## src/lslf_pkg.sv

```systemverilog
`timescale 1ns / 1ps
`default_nettype none
// ----------------------------------------------------------------------------
// Least-squares line fit: shared definitions
// Field widths, stream packing and fixed constants used by the line fitter.
// ----------------------------------------------------------------------------
package lslf_pkg;

   // Width of each coordinate field on the point stream.
   localparam int COORD_W = 16;

   // Point stream tdata: x_coord in the low half, y_coord above it.
   localparam int REQ_DATA_W = 2 * COORD_W;

   // Result stream tdata layout, lowest bit first.
   localparam int RES_W       = 32;
   localparam int TOTAL_W     = 7;
   localparam int SLOPE_LSB   = 0;
   localparam int ICPT_LSB    = SLOPE_LSB + RES_W;
   localparam int OK_BIT      = ICPT_LSB + RES_W;
   localparam int OVF_BIT     = OK_BIT + 1;
   localparam int TOTAL_LSB   = OVF_BIT + 1;
   localparam int RSP_USED_W  = TOTAL_LSB + TOTAL_W;
   localparam int RSP_DATA_W  = ((RSP_USED_W + 7) / 8) * 8;

   // Scaling of the two numerators ahead of the division.
   localparam int SLOPE_SHIFT = 16;
   localparam int ICPT_SHIFT  = 4;

   // Result values for a degenerate fit and the saturation limits.
   localparam logic [RES_W-1:0] DEFAULT_SLOPE = 32'h0001_0000;
   localparam logic [RES_W-1:0] DEFAULT_ICPT  = 32'h0000_0000;
   localparam logic [RES_W-1:0] SAT_POS       = 32'h7FFF_FFFF;
   localparam logic [RES_W-1:0] SAT_NEG       = 32'h8000_0000;

endpackage : lslf_pkg
`default_nettype wire

```

## src/least_squares_line_fit.sv

```systemverilog
`timescale 1ns / 1ps
`default_nettype none
// ----------------------------------------------------------------------------
// Least-squares line fit
// Accumulates point sums and fits y = a*x + b at the end of each point set.
// ----------------------------------------------------------------------------
//
// Channel   Direction  Handshake           Payload
// -------   ---------  ------------------  -----------------------------------
// req_      in         tvalid / tready     tdata: x_coord, y_coord; tlast: last
// rsp_      out        tvalid / tready     tdata: slope, intercept, fit_ok,
//                                          point_overflow, point_total
//
// An ordinary point needs no sequencer step: the running sums sit in
// registers and are updated the cycle the transaction is accepted.
// The point marked last starts the fit, which forms its products,
// differences and quotients on one shared adder / subtractor under a small
// sequencer: six shift-add multiplies, three to five subtractions, two
// restoring divisions and one hand-off step. A set with a zero denominator
// stops after the first two products. req_tready is low for that whole
// time. The finished result waits in an output register, so the next set
// can be accumulated while rsp_ is stalled; the next fit then holds in
// its final step until the register is free.
// Reset is synchronous and active high; it clears the sums and the sequencer.
// ----------------------------------------------------------------------------
module least_squares_line_fit
   import lslf_pkg::*;
#(
   parameter int MAX_POINTS = 64,
   parameter int COORD_BITS = 16
) (
   input  wire                    clock,
   input  wire                    reset,
   // Point stream.
   input  wire                    req_tvalid,
   output logic                   req_tready,
   input  wire [REQ_DATA_W-1:0]   req_tdata,  // x_coord[15:0], y_coord[31:16]
   input  wire                    req_tlast,  // last_point
   // Result stream.
   output logic                   rsp_tvalid,
   input  wire                    rsp_tready,
   output logic [RSP_DATA_W-1:0]  rsp_tdata   // slope[31:0], intercept[63:32],
                                              // fit_ok[64], point_overflow[65],
                                              // point_total[72:66], zero pad
);

   // Only the low COORD_BITS bits of each coordinate take part.
   localparam int CW    = (COORD_BITS < COORD_W) ? COORD_BITS : COORD_W;
   localparam int NW    = $clog2(MAX_POINTS + 1);  // point counter
   localparam int SXW   = CW + NW;                 // sum_x, sum_y
   localparam int SXXW  = 2 * CW + NW;             // sum_x_squared, sum_x_times_y
   localparam int PW    = SXW + SXXW;              // widest product
   localparam int BW    = 2 * SXW;                 // denominator
   localparam int NUMA  = BW + SLOPE_SHIFT;
   localparam int NUMB  = PW + ICPT_SHIFT;
   localparam int NUMW  = (NUMA > NUMB) ? NUMA : NUMB;
   localparam int CNTW  = $clog2(NUMW + 1);
   localparam int QW    = RES_W + 1;               // kept quotient bits

   typedef enum logic [2:0] {
      ST_ACC,    // taking points
      ST_LOAD,   // load multiplier operands
      ST_MUL,    // shift-add multiply
      ST_SUB,    // first product minus second
      ST_NEG,    // second minus first when negative
      ST_DIV,    // restoring division
      ST_ROUND,  // round to nearest and saturate
      ST_DONE    // hand result to the output register
   } state_type;

   // Products needed by the fit, in the order they are formed.
   typedef enum logic [2:0] {
      STEP_N_SXX,
      STEP_SX_SX,
      STEP_N_SXY,
      STEP_SX_SY,
      STEP_SXX_SY,
      STEP_SX_SXY
   } step_type;

   state_type             state_ff, state_in;
   step_type              step_ff, step_in;

   logic [SXXW-1:0]       sxx_ff, sxx_in;
   logic [SXW-1:0]        sx_ff, sx_in;
   logic [SXXW-1:0]       sxy_ff, sxy_in;
   logic [SXW-1:0]        sy_ff, sy_in;
   logic [NW-1:0]         npts_ff, npts_in;
   logic                  drop_ff, drop_in;

   logic [PW-1:0]         acc_ff, acc_in;
   logic [PW-1:0]         hold_ff, hold_in;
   logic [SXW-1:0]        mula_ff, mula_in;
   logic [SXXW-1:0]       mulb_ff, mulb_in;
   logic [CNTW-1:0]       cnt_ff, cnt_in;
   logic [BW-1:0]         bot_ff, bot_in;
   logic [NUMW-1:0]       num_ff, num_in;
   logic                  neg_ff, neg_in;
   logic [BW-1:0]         rem_ff, rem_in;
   logic [QW-1:0]         quo_ff, quo_in;
   logic                  qovf_ff, qovf_in;
   logic [RES_W-1:0]      slope_ff, slope_in;
   logic [RES_W-1:0]      icpt_ff, icpt_in;
   logic                  ok_ff, ok_in;

   logic                  rsp_valid_ff, rsp_valid_in;
   logic [RSP_DATA_W-1:0] rsp_data_ff, rsp_data_in;

   // Point datapath.
   logic [CW-1:0]         x_pt, y_pt;
   logic [2*CW-1:0]       xx_prod, xy_prod;
   logic                  pt_accept;

   // Shared adder / subtractor.
   logic [PW-1:0]         alu_a, alu_b;
   logic                  alu_sub;
   logic [PW:0]           alu_sum;
   logic                  alu_carry;
   logic [PW-1:0]         alu_diff;

   // Operand views.
   logic [SXW-1:0]        n_ext;
   logic [NUMW-1:0]       num_base;
   logic [QW:0]           q_round;
   logic [RES_W-1:0]      q_result;
   logic                  out_free;
   logic [NW+TOTAL_W-1:0] total_wide;

   assign x_pt      = req_tdata[CW-1:0];
   assign y_pt      = req_tdata[COORD_W+CW-1:COORD_W];
   assign xx_prod   = x_pt * x_pt;
   assign xy_prod   = x_pt * y_pt;
   assign req_tready = (state_ff == ST_ACC);
   assign pt_accept = req_tvalid && req_tready;

   assign n_ext     = {{CW{1'b0}}, npts_ff};
   assign out_free  = !rsp_valid_ff || rsp_tready;
   assign total_wide = {{TOTAL_W{1'b0}}, npts_ff};

   assign rsp_tvalid = rsp_valid_ff;
   assign rsp_tdata  = rsp_data_ff;

   // The one arithmetic unit: a + b, or a - b with carry meaning a >= b.
   always_comb begin
      alu_a   = '0;
      alu_b   = '0;
      alu_sub = 1'b0;
      unique case (state_ff)
         ST_MUL: begin
            alu_a = {acc_ff[PW-2:0], 1'b0};
            alu_b = mula_ff[SXW-1] ? {{SXW{1'b0}}, mulb_ff} : '0;
         end
         ST_SUB: begin
            alu_a   = hold_ff;
            alu_b   = acc_ff;
            alu_sub = 1'b1;
         end
         ST_NEG: begin
            alu_a   = acc_ff;
            alu_b   = hold_ff;
            alu_sub = 1'b1;
         end
         ST_DIV: begin
            alu_a   = {{(PW-BW-1){1'b0}}, rem_ff, num_ff[NUMW-1]};
            alu_b   = {{(PW-BW){1'b0}}, bot_ff};
            alu_sub = 1'b1;
         end
         ST_ROUND: begin
            alu_a   = {{(PW-BW-1){1'b0}}, rem_ff, 1'b0};
            alu_b   = {{(PW-BW){1'b0}}, bot_ff};
            alu_sub = 1'b1;
         end
         default: begin
            alu_a   = '0;
            alu_b   = '0;
            alu_sub = 1'b0;
         end
      endcase
      alu_sum   = {1'b0, alu_a} + {1'b0, (alu_sub ? ~alu_b : alu_b)}
                  + {{PW{1'b0}}, alu_sub};
      alu_carry = alu_sum[PW];
      alu_diff  = alu_sum[PW-1:0];
   end

   // Rounding (remainder at least half the divisor) and saturation.
   always_comb begin
      q_round = {1'b0, quo_ff} + {{QW{1'b0}}, alu_carry};
      if (!neg_ff) begin
         if (qovf_ff || (q_round > {{(QW+1-RES_W){1'b0}}, SAT_POS})) begin
            q_result = SAT_POS;
         end else begin
            q_result = q_round[RES_W-1:0];
         end
      end else begin
         if (qovf_ff || (q_round > {{(QW+1-RES_W){1'b0}}, SAT_NEG})) begin
            q_result = SAT_NEG;
         end else begin
            q_result = {RES_W{1'b0}} - q_round[RES_W-1:0];
         end
      end
   end

   // Numerator taken from the absolute difference just formed.
   assign num_base = {{(NUMW-PW){1'b0}}, alu_diff};

   // Sequencer and datapath next values.
   always_comb begin
      state_in     = state_ff;
      step_in      = step_ff;
      sxx_in       = sxx_ff;
      sx_in        = sx_ff;
      sxy_in       = sxy_ff;
      sy_in        = sy_ff;
      npts_in      = npts_ff;
      drop_in      = drop_ff;
      acc_in       = acc_ff;
      hold_in      = hold_ff;
      mula_in      = mula_ff;
      mulb_in      = mulb_ff;
      cnt_in       = cnt_ff;
      bot_in       = bot_ff;
      num_in       = num_ff;
      neg_in       = neg_ff;
      rem_in       = rem_ff;
      quo_in       = quo_ff;
      qovf_in      = qovf_ff;
      slope_in     = slope_ff;
      icpt_in      = icpt_ff;
      ok_in        = ok_ff;
      rsp_valid_in = rsp_valid_ff && !rsp_tready;
      rsp_data_in  = rsp_data_ff;

      unique case (state_ff)
         ST_ACC: begin
            if (pt_accept) begin
               if (npts_ff != NW'(MAX_POINTS)) begin
                  sxx_in  = sxx_ff + {{NW{1'b0}}, xx_prod};
                  sx_in   = sx_ff + {{NW{1'b0}}, x_pt};
                  sxy_in  = sxy_ff + {{NW{1'b0}}, xy_prod};
                  sy_in   = sy_ff + {{NW{1'b0}}, y_pt};
                  npts_in = npts_ff + NW'(1);
               end else begin
                  drop_in = 1'b1;
               end
               if (req_tlast) begin
                  step_in  = STEP_N_SXX;
                  state_in = ST_LOAD;
               end
            end
         end

         ST_LOAD: begin
            acc_in = '0;
            cnt_in = CNTW'(SXW);
            unique case (step_ff)
               STEP_N_SXX: begin
                  mula_in = n_ext;
                  mulb_in = sxx_ff;
               end
               STEP_SX_SX: begin
                  mula_in = sx_ff;
                  mulb_in = {{CW{1'b0}}, sx_ff};
               end
               STEP_N_SXY: begin
                  mula_in = n_ext;
                  mulb_in = sxy_ff;
               end
               STEP_SX_SY: begin
                  mula_in = sx_ff;
                  mulb_in = {{CW{1'b0}}, sy_ff};
               end
               STEP_SXX_SY: begin
                  mula_in = sy_ff;
                  mulb_in = sxx_ff;
               end
               STEP_SX_SXY: begin
                  mula_in = sx_ff;
                  mulb_in = sxy_ff;
               end
               default: begin
                  mula_in = sx_ff;
                  mulb_in = sxy_ff;
               end
            endcase
            state_in = ST_MUL;
         end

         ST_MUL: begin
            // Multiplier bits are consumed from the top down.
            acc_in  = alu_diff;
            mula_in = {mula_ff[SXW-2:0], 1'b0};
            cnt_in  = cnt_ff - CNTW'(1);
            if (cnt_ff == CNTW'(1)) begin
               priority case (step_ff)
                  STEP_N_SXX: begin
                     hold_in  = alu_diff;
                     step_in  = STEP_SX_SX;
                     state_in = ST_LOAD;
                  end
                  STEP_N_SXY: begin
                     hold_in  = alu_diff;
                     step_in  = STEP_SX_SY;
                     state_in = ST_LOAD;
                  end
                  STEP_SXX_SY: begin
                     hold_in  = alu_diff;
                     step_in  = STEP_SX_SXY;
                     state_in = ST_LOAD;
                  end
                  default: begin
                     state_in = ST_SUB;
                  end
               endcase
            end
         end

         ST_SUB: begin
            if (step_ff == STEP_SX_SX) begin
               // A denominator of zero means one point or all x equal.
               if (!alu_carry || (alu_diff == '0)) begin
                  slope_in = DEFAULT_SLOPE;
                  icpt_in  = DEFAULT_ICPT;
                  ok_in    = 1'b0;
                  state_in = ST_DONE;
               end else begin
                  bot_in   = alu_diff[BW-1:0];
                  step_in  = STEP_N_SXY;
                  state_in = ST_LOAD;
               end
            end else if (alu_carry) begin
               neg_in   = 1'b0;
               num_in   = (step_ff == STEP_SX_SY) ? (num_base << SLOPE_SHIFT)
                                                  : (num_base << ICPT_SHIFT);
               rem_in   = '0;
               quo_in   = '0;
               qovf_in  = 1'b0;
               cnt_in   = CNTW'(NUMW);
               state_in = ST_DIV;
            end else begin
               state_in = ST_NEG;
            end
         end

         ST_NEG: begin
            neg_in   = 1'b1;
            num_in   = (step_ff == STEP_SX_SY) ? (num_base << SLOPE_SHIFT)
                                               : (num_base << ICPT_SHIFT);
            rem_in   = '0;
            quo_in   = '0;
            qovf_in  = 1'b0;
            cnt_in   = CNTW'(NUMW);
            state_in = ST_DIV;
         end

         ST_DIV: begin
            // One quotient bit per cycle; bits above the kept ones only
            // matter as a saturation flag.
            rem_in  = alu_carry ? alu_diff[BW-1:0] : alu_a[BW-1:0];
            num_in  = {num_ff[NUMW-2:0], 1'b0};
            qovf_in = qovf_ff | quo_ff[QW-1];
            quo_in  = {quo_ff[QW-2:0], alu_carry};
            cnt_in  = cnt_ff - CNTW'(1);
            if (cnt_ff == CNTW'(1)) begin
               state_in = ST_ROUND;
            end
         end

         ST_ROUND: begin
            if (step_ff == STEP_SX_SY) begin
               slope_in = q_result;
               step_in  = STEP_SXX_SY;
               state_in = ST_LOAD;
            end else begin
               icpt_in  = q_result;
               ok_in    = 1'b1;
               state_in = ST_DONE;
            end
         end

         ST_DONE: begin
            if (out_free) begin
               rsp_valid_in = 1'b1;
               rsp_data_in  = '0;
               rsp_data_in[SLOPE_LSB +: RES_W]   = slope_ff;
               rsp_data_in[ICPT_LSB +: RES_W]    = icpt_ff;
               rsp_data_in[OK_BIT]               = ok_ff;
               rsp_data_in[OVF_BIT]              = drop_ff;
               rsp_data_in[TOTAL_LSB +: TOTAL_W] = total_wide[TOTAL_W-1:0];
               sxx_in   = '0;
               sx_in    = '0;
               sxy_in   = '0;
               sy_in    = '0;
               npts_in  = '0;
               drop_in  = 1'b0;
               state_in = ST_ACC;
            end
         end

         default: begin
            state_in = ST_ACC;
         end
      endcase
   end

   always_ff @(posedge clock) begin
      if (reset) begin
         state_ff     <= ST_ACC;
         step_ff      <= STEP_N_SXX;
         sxx_ff       <= '0;
         sx_ff        <= '0;
         sxy_ff       <= '0;
         sy_ff        <= '0;
         npts_ff      <= '0;
         drop_ff      <= 1'b0;
         rsp_valid_ff <= 1'b0;
      end else begin
         state_ff     <= state_in;
         step_ff      <= step_in;
         sxx_ff       <= sxx_in;
         sx_ff        <= sx_in;
         sxy_ff       <= sxy_in;
         sy_ff        <= sy_in;
         npts_ff      <= npts_in;
         drop_ff      <= drop_in;
         rsp_valid_ff <= rsp_valid_in;
      end
      acc_ff      <= acc_in;
      hold_ff     <= hold_in;
      mula_ff     <= mula_in;
      mulb_ff     <= mulb_in;
      cnt_ff      <= cnt_in;
      bot_ff      <= bot_in;
      num_ff      <= num_in;
      neg_ff      <= neg_in;
      rem_ff      <= rem_in;
      quo_ff      <= quo_in;
      qovf_ff     <= qovf_in;
      slope_ff    <= slope_in;
      icpt_ff     <= icpt_in;
      ok_ff       <= ok_in;
      rsp_data_ff <= rsp_data_in;
   end

endmodule : least_squares_line_fit
`default_nettype wire

```

## config.mk

```make
export PLATFORM = sky130hd
export DESIGN_NAME = least_squares_line_fit
export DESIGN_NICKNAME = d
export VERILOG_FILES = /design/src/lslf_pkg.sv /design/src/least_squares_line_fit.sv
export SDC_FILE = /design/constraint.sdc
export NUM_CORES = 2
export LEC_CHECK = 0
export ABC_AREA = 1
export BUFFER_PORTS_ARGS = -buffer_cell sky130_fd_sc_hd__buf_2
export CELL_PAD_IN_SITES_DETAIL_PLACEMENT = 0
export CELL_PAD_IN_SITES_GLOBAL_PLACEMENT = 1
export CORE_MARGIN = 2
export CORE_UTILIZATION = 45
export CTS_CLUSTER_DIAMETER = 120
export DETAILED_ROUTE_END_ITERATION = 8
export PLACE_DENSITY = 0.84
export SLEW_MARGIN = 20
export SYNTH_ARGS = -nofsm -noshare
export SYNTH_HDL_FRONTEND = slang
export SYNTH_SLANG_ARGS = --single-unit
```

## constraint.sdc

```tcl
create_clock -name clock -period 9.2 [get_ports clock]
set_clock_uncertainty 0.2 [all_clocks]
set_input_delay 2.76 -clock clock [delete_from_list [all_inputs] [get_ports clock]]
set_output_delay 2.76 -clock clock [all_outputs]
set_load 0.02 [all_outputs]
```

; ---- Word-level counts from Yosys, hierarchy flattened
; Cells that the tools add are included.
[op_classes]
bitwise_logic = 3
n_reduce_logical = 37
n_mux = 85
n_eq_ne = 28
order_cmp = 2
add_sub_neg = 10
n_mul = 2
[ops]
columns = cell, count
row1 = one-hot mux 62 bit (5 select lines), 1
row2 = 2-to-1 mux 32 bit, 9
row3 = one-hot mux 62 bit (4 select lines), 1
row4 = 2-to-1 mux 39 bit, 6
row5 = 2-to-1 mux 66 bit, 3
row6 = one-hot mux 66 bit (3 select lines), 1
row7 = one-hot mux 23 bit (2 select lines), 4
row8 = one-hot mux 39 bit (2 select lines), 2
row9 = 2-to-1 mux 46 bit, 3
row10 = one-hot mux 46 bit (3 select lines), 1
row11 = one-hot mux 32 bit (2 select lines), 2
row12 = one-hot mux 62 bit (2 select lines), 1
row13 = one-hot mux 39 bit (3 select lines), 1
row14 = 2-to-1 mux 23 bit, 5
row15 = one-hot mux 33 bit (3 select lines), 1
row16 = adder 39 x 32 -> 39 bit, 2
row17 = 2-to-1 mux 33 bit, 2
row18 = multiplier 16 x 16 -> 32 bit, 2
row19 = adder 62 x 62 -> 63 bit, 1
row20 = adder 63 x 1 -> 63 bit, 1
row21 = zero test 62 bit, 1
row22 = 2-to-1 mux 62 bit, 1
row23 = inverter 62 bit, 1
row24 = adder 23 x 16 -> 23 bit, 2
row25 = other kinds (42), 113
[word_totals]
elab_cells = 191
inputBits = 37
out_inout_bits = 82
ff_bits = 663

; ---- Logic depth before layout (Yosys ltp)
[depth]
word_depth = 14
mapped_depth = 49
mapped_depth_nobuf = 42

; ---- Worst setup path before layout
; OpenSTA, ideal clock, no wires.
[synth_path]
path_type = input to register
startpoint = input req_tdata[5]
endpoint = register sxx_ff[26]
path_slack_ps = 414
setup_time_ps = 132
arrival_time_ps = 8454
required_time_ps = 8868
path_buffers = 2
stages = 25
cell_sequence = clkbuf_1 -> clkbuf_1 -> nand2_1 -> inv_1 -> fa_1 -> fa_1 -> inv_1 -> fa_1 -> inv_1 -> fa_1 -> inv_1 -> fa_1 -> inv_1 -> fa_1 -> ha_1 -> a21oi_1 -> a21boi_0 -> o21ai_0 -> a21boi_0 -> o21ai_0 -> a21boi_0 -> o21bai_1 -> or2_2 -> nand3_1 -> a21oi_1
[synth_between]
elab_chain_cells = 5
[synth_rtl]
columns = item, line_no
row1 = "start, declared", least_squares_line_fit.sv:37  ; input wire [REQ_DATA_W-1:0] req_tdata,
row2 = multiplier 16 x 16 -> 32 bit, least_squares_line_fit.sv:131  ; assign xx_prod = x_pt * x_pt;
row3 = adder 39 x 32 -> 39 bit, least_squares_line_fit.sv:237  ; sxx_in = sxx_ff + {{NW{1'b0}}, xx_prod};
row4 = 2-to-1 mux 39 bit, least_squares_line_fit.sv:236  ; if (npts_ff != NW'(MAX_POINTS)) begin
row5 = 2-to-1 mux 39 bit, least_squares_line_fit.sv:235  ; if (pt_accept) begin
row6 = one-hot mux 39 bit (2 select lines), least_squares_line_fit.sv:233  ; unique case (state_ff)
row7 = "end signal, assigned", least_squares_line_fit.sv:419  ; sxx_ff <= sxx_in;
row8 = "end, declared", least_squares_line_fit.sv:84  ; logic [SXXW-1:0] sxx_ff, sxx_in;
; Every way passes these cells. The select of a mux whose other input is x is not followed.
; A chain may end at the register's enable or synchronous reset.

; ---- Worst setup path in the final report
[layout_path]
startpoint = input req_tdata[10]
endpoint = register sxx_ff[24]
; The elaborated chain is that of the path after synthesis.

==> flow_metrics.env <==
export IMPL_outcome="finished clean"
export IMPL_busiest_layer="met2"
export IMPL_firstDrtPassIters=7
export IMPL_max_capacitance_violation_count=0
export IMPL_residual_drc_count=0
export IMPL_cts_reportedPaths_clkPinSlew_ps=60
export IMPL_cts_root_buf="clkbuf_16"
export IMPL_synth_edff_count=520
export IMPL_die_height_um=350
export IMPL_clk_insertion_delay_late_ps=670
export IMPL_global_route_usage_met3_pct=4.85
export IMPL_netlist_area_mm2=0.0538
export IMPL_gr_usage_met1_pct=36.8
export IMPL_cp_end_kind="flop"
export IMPL_clock_tree_buffer_depth=3
export IMPL_design_die_area_mm2=0.122
export IMPL_grt_setup_unrepaired="false"
export IMPL_placement_setup_worst_slack_ps=15.7
export IMPL_timing_final_max_slew_violations=0
export IMPL_yosysWarningCount=0
export IMPL_syn_inst=6482
export IMPL_post_synthesis_xor_xnor_area_fraction_pct=1.23
export IMPL_report_final_setup_viol=0
export IMPL_drt_first_iter_violations=4597
export IMPL_timing_worst_slew_pin_value_ps=1130
export IMPL_synth_compound_area_share_pct=12.5
export IMPL_cts_inserted_buffers=73
export IMPL_synth_top_family_by_area="adder cells"
export IMPL_viasPerCell=5.51
export IMPL_tritoncts_clock_tree="built"
export IMPL_finalSetupTns_ps=0
export IMPL_ys_seq_elements=659
export IMPL_most_common_flop_cell_mapped_by_yosys="edfxtp_1"
export IMPL_power_density_cell_area_mw_per_mm2=332
export IMPL_worstSetupPathType="in2reg"
export IMPL_power_leakage_nw=27.1
export IMPL_synth_mux_area_share_pct=0
export IMPL_post_synth_top_count_cell="nand2_1"
export IMPL_layout_worst_path_cycle_share_pct=93.3
export IMPL_grt_max_degree=96
export IMPL_synth_simple_gate_area_share_pct=18.0
export IMPL_post_cts_setup_buffers=0
export IMPL_post_cts_repair_resize_count=0
export IMPL_first_global_vias=44805
export IMPL_post_route_cells_drive_above_1_share_pct=7.22
export IMPL_design_power_total_mw=19.6
export IMPL_die_w_um=350
export IMPL_areaGrowthSynthToFinish_pct=9.86
export IMPL_cts_htree_levels=3
export IMPL_grt_antenna_before_repair=6
export IMPL_coreArea_mm2=0.118
export IMPL_dpl_cell_count=8080
export IMPL_timing_critical_path_required_ps=9510
export IMPL_placement_rows=126
export IMPL_antenna_violating_nets_post_route=0
export IMPL_syn_mean_instance_area_um2=8.31
export IMPL_layout_nets=7333
export IMPL_portBuffers=111
export IMPL_synth_largest_area_cell="edfxtp_1"
export IMPL_adder_and_majority_cell_fraction_of_the_synthesized_area_pct=23.1
export IMPL_top_achievable_clock_speed_mhz=117
export IMPL_route_final_wire_length_um=166000
export IMPL_synth_lib_cells_used_distinct=65
export IMPL_worst_slew_margin_rel_pct=24.7
export IMPL_final_critical_path_setup_slack_ps=621
export IMPL_grt_use_total_pct=27.3
export IMPL_wl_per_cell_um=20.2
export IMPL_fin_cells=8213
export IMPL_global_route_overflow_total=0
export IMPL_vias=45255
export IMPL_cts_hold_bufs=0
export IMPL_num_ports=119
export IMPL_dpl_hpwl_um=126000
export IMPL_period_minus_slack_ps=8580
export IMPL_synth_top_area_share_pct=29.0
export IMPL_clkSinkCount=659
export IMPL_initial_standard_cell_utilization_of_the_core_pct=45.5
export IMPL_async_reset_ff_share_pct=0
export IMPL_post_route_util_pct=50.0
export IMPL_gpl_final_weighted_congestion=0.980
export IMPL_path_max_fanout=8
export IMPL_globalRouteMet2Util_pct=44.1
export IMPL_critPathArrivalTime_ps=8890
export IMPL_ir_worst_vdd_uv=475
export IMPL_hold_viol_final=0
export IMPL_grt_pass1_wl_um=258000
export IMPL_startpoint_type_of_the_worst_setup_path="input port"
export IMPL_hp_class="reg2reg"
export IMPL_ys_top_cells_by_count="nand2_1, inv_1, edfxtp_1, nor2_1, a21oi_1"
export IMPL_post_synth_main_area_contributors="edfxtp_1, fa_1, nand2_1"
export IMPL_ys_seq_area_share_pct=34.2
==> metrics by stage <==
| stage | hold WS (ps) | cell area (µm²) |
|---|---|---|
| 2_1_floorplan | 200 | 53900 |
| 3_3_place_gp | 202 | 56700 |
| 3_5_place_dp | 205 | 56700 |
| 4_1_cts | 214 | 59100 |
| 5_1_grt | 217 | 59100 |
| 6_report | 208 | 59100 |
==> placed cells by master, fill, tap and decap left out, drive strengths merged, types with 5 or more instances in the layout <==
cell      count
a221oi       40
and2          5
nand2      1491
a21boi        7
o21a         14
nand3b       20
a32o         15
clkinvlp      6
clkinv       30
clkbuf       88
xnor2        13
nor4         12
a211oi       13
nand3       174
o211ai       39
xor2         56
nor2        481
fa          424
bufinv        8
buf         254
o2111ai      24
dfxtp       139
or2          25
ha          317
edfxtp      520
a41oi         6
o22ai        26
o221ai       82
conb          7
nor3         64
a22oi        58
a21oi       437
o21ai       307
a31oi        13
inv        1300
a22o          9
nand4        56
o21bai       14
==> area by class of cell <==
type | count | area, µm²
tap | 1600 | 2000
fill | 11352 | 59200
antenna | 3 | 7.51
inverter | 1302 | 4890
timing repair buffer | 254 | 1740
clock inverter | 42 | 528
clock buffer | 88 | 1930
sequential | 659 | 18400
multi-input combinational | 4265 | 29600
==> final timing paths <==
path | startpoint | end | slack, ps | cells after the start
max | req_tdata[10] | sxx_ff[24]$_SDFFE_PP0P_ | 620 | 26
min | icpt_ff[7]$_SDFFCE_PP0P_ | rsp_tdata[39]$_DFFE_PP_ | 210 | 0
max reg2reg | state_ff[2]$_SDFFE_PP0P_ | icpt_ff[31]$_SDFFCE_PP0P_ | 890 | 37
min reg2reg | icpt_ff[7]$_SDFFCE_PP0P_ | rsp_tdata[39]$_DFFE_PP_ | 210 | 0
==> report_power, final <==
group          total [mW]  internal [mW]  leakage [nW]  switching (mW)
Clock                3.05           1.75          1.18            1.30
Combinational        12.5           4.63          20.0            7.86
Sequential           4.07           3.77          5.99           0.294
==> registers in the layout, indices dropped and copies added, names as in the netlist, 23 cells and up <==
| register | cells |
|---|---|
| sxx_ff | 39 |
| mula_ff | 23 |
| hold_ff | 62 |
| acc_ff | 62 |
| icpt_ff | 32 |
| rem_ff | 46 |
| num_ff | 62 |
| rsp_tdata | 73 |
| sx_ff | 23 |
| bot_ff | 46 |
| mulb_ff | 39 |
| sy_ff | 23 |
| quo_ff | 33 |
| slope_ff | 32 |
| sxy_ff | 39 |
==> logic make-up (layout without fill, tap and decap cells) <==
group / after synthesis / after routing
AND/OR/NAND/NOR: 2333 / 2333
buffers and inverters: 1564 / 1686
AO/OA/AOI/OAI: 1115 / 1115
adder cells (fa/ha/maj): 741 / 741
flip-flops: 659 / 659
XOR/XNOR: 69 / 69
other: 1 / 10
==> critical path, cell delays in order <==
cell      delay (ps)
buf_2            200
nand2_1           90
inv_1             70
fa_1             540
inv_1             50
fa_1             450
fa_1             490
fa_1             490
inv_1             60
fa_1             500
fa_1             500
ha_1             350
nand2_1           80
nor2_1           100
inv_1             40
o21bai_1         240
a21boi_0         140
buf_4            160
o21ai_0          240
a21boi_0         200
o21ai_0          360
a21boi_0         230
o21ai_0          260
a21oi_1           90
o21ai_0          100
a21oi_1           80
==> layer usage <==
layer	part of all wire (%)	vias up
met5	0.021	-
met4	3.6	6
met3	7.9	327
met2	46	1817
met1	43	22020
li1	-	21085
(Power assumes the default switching activity.)
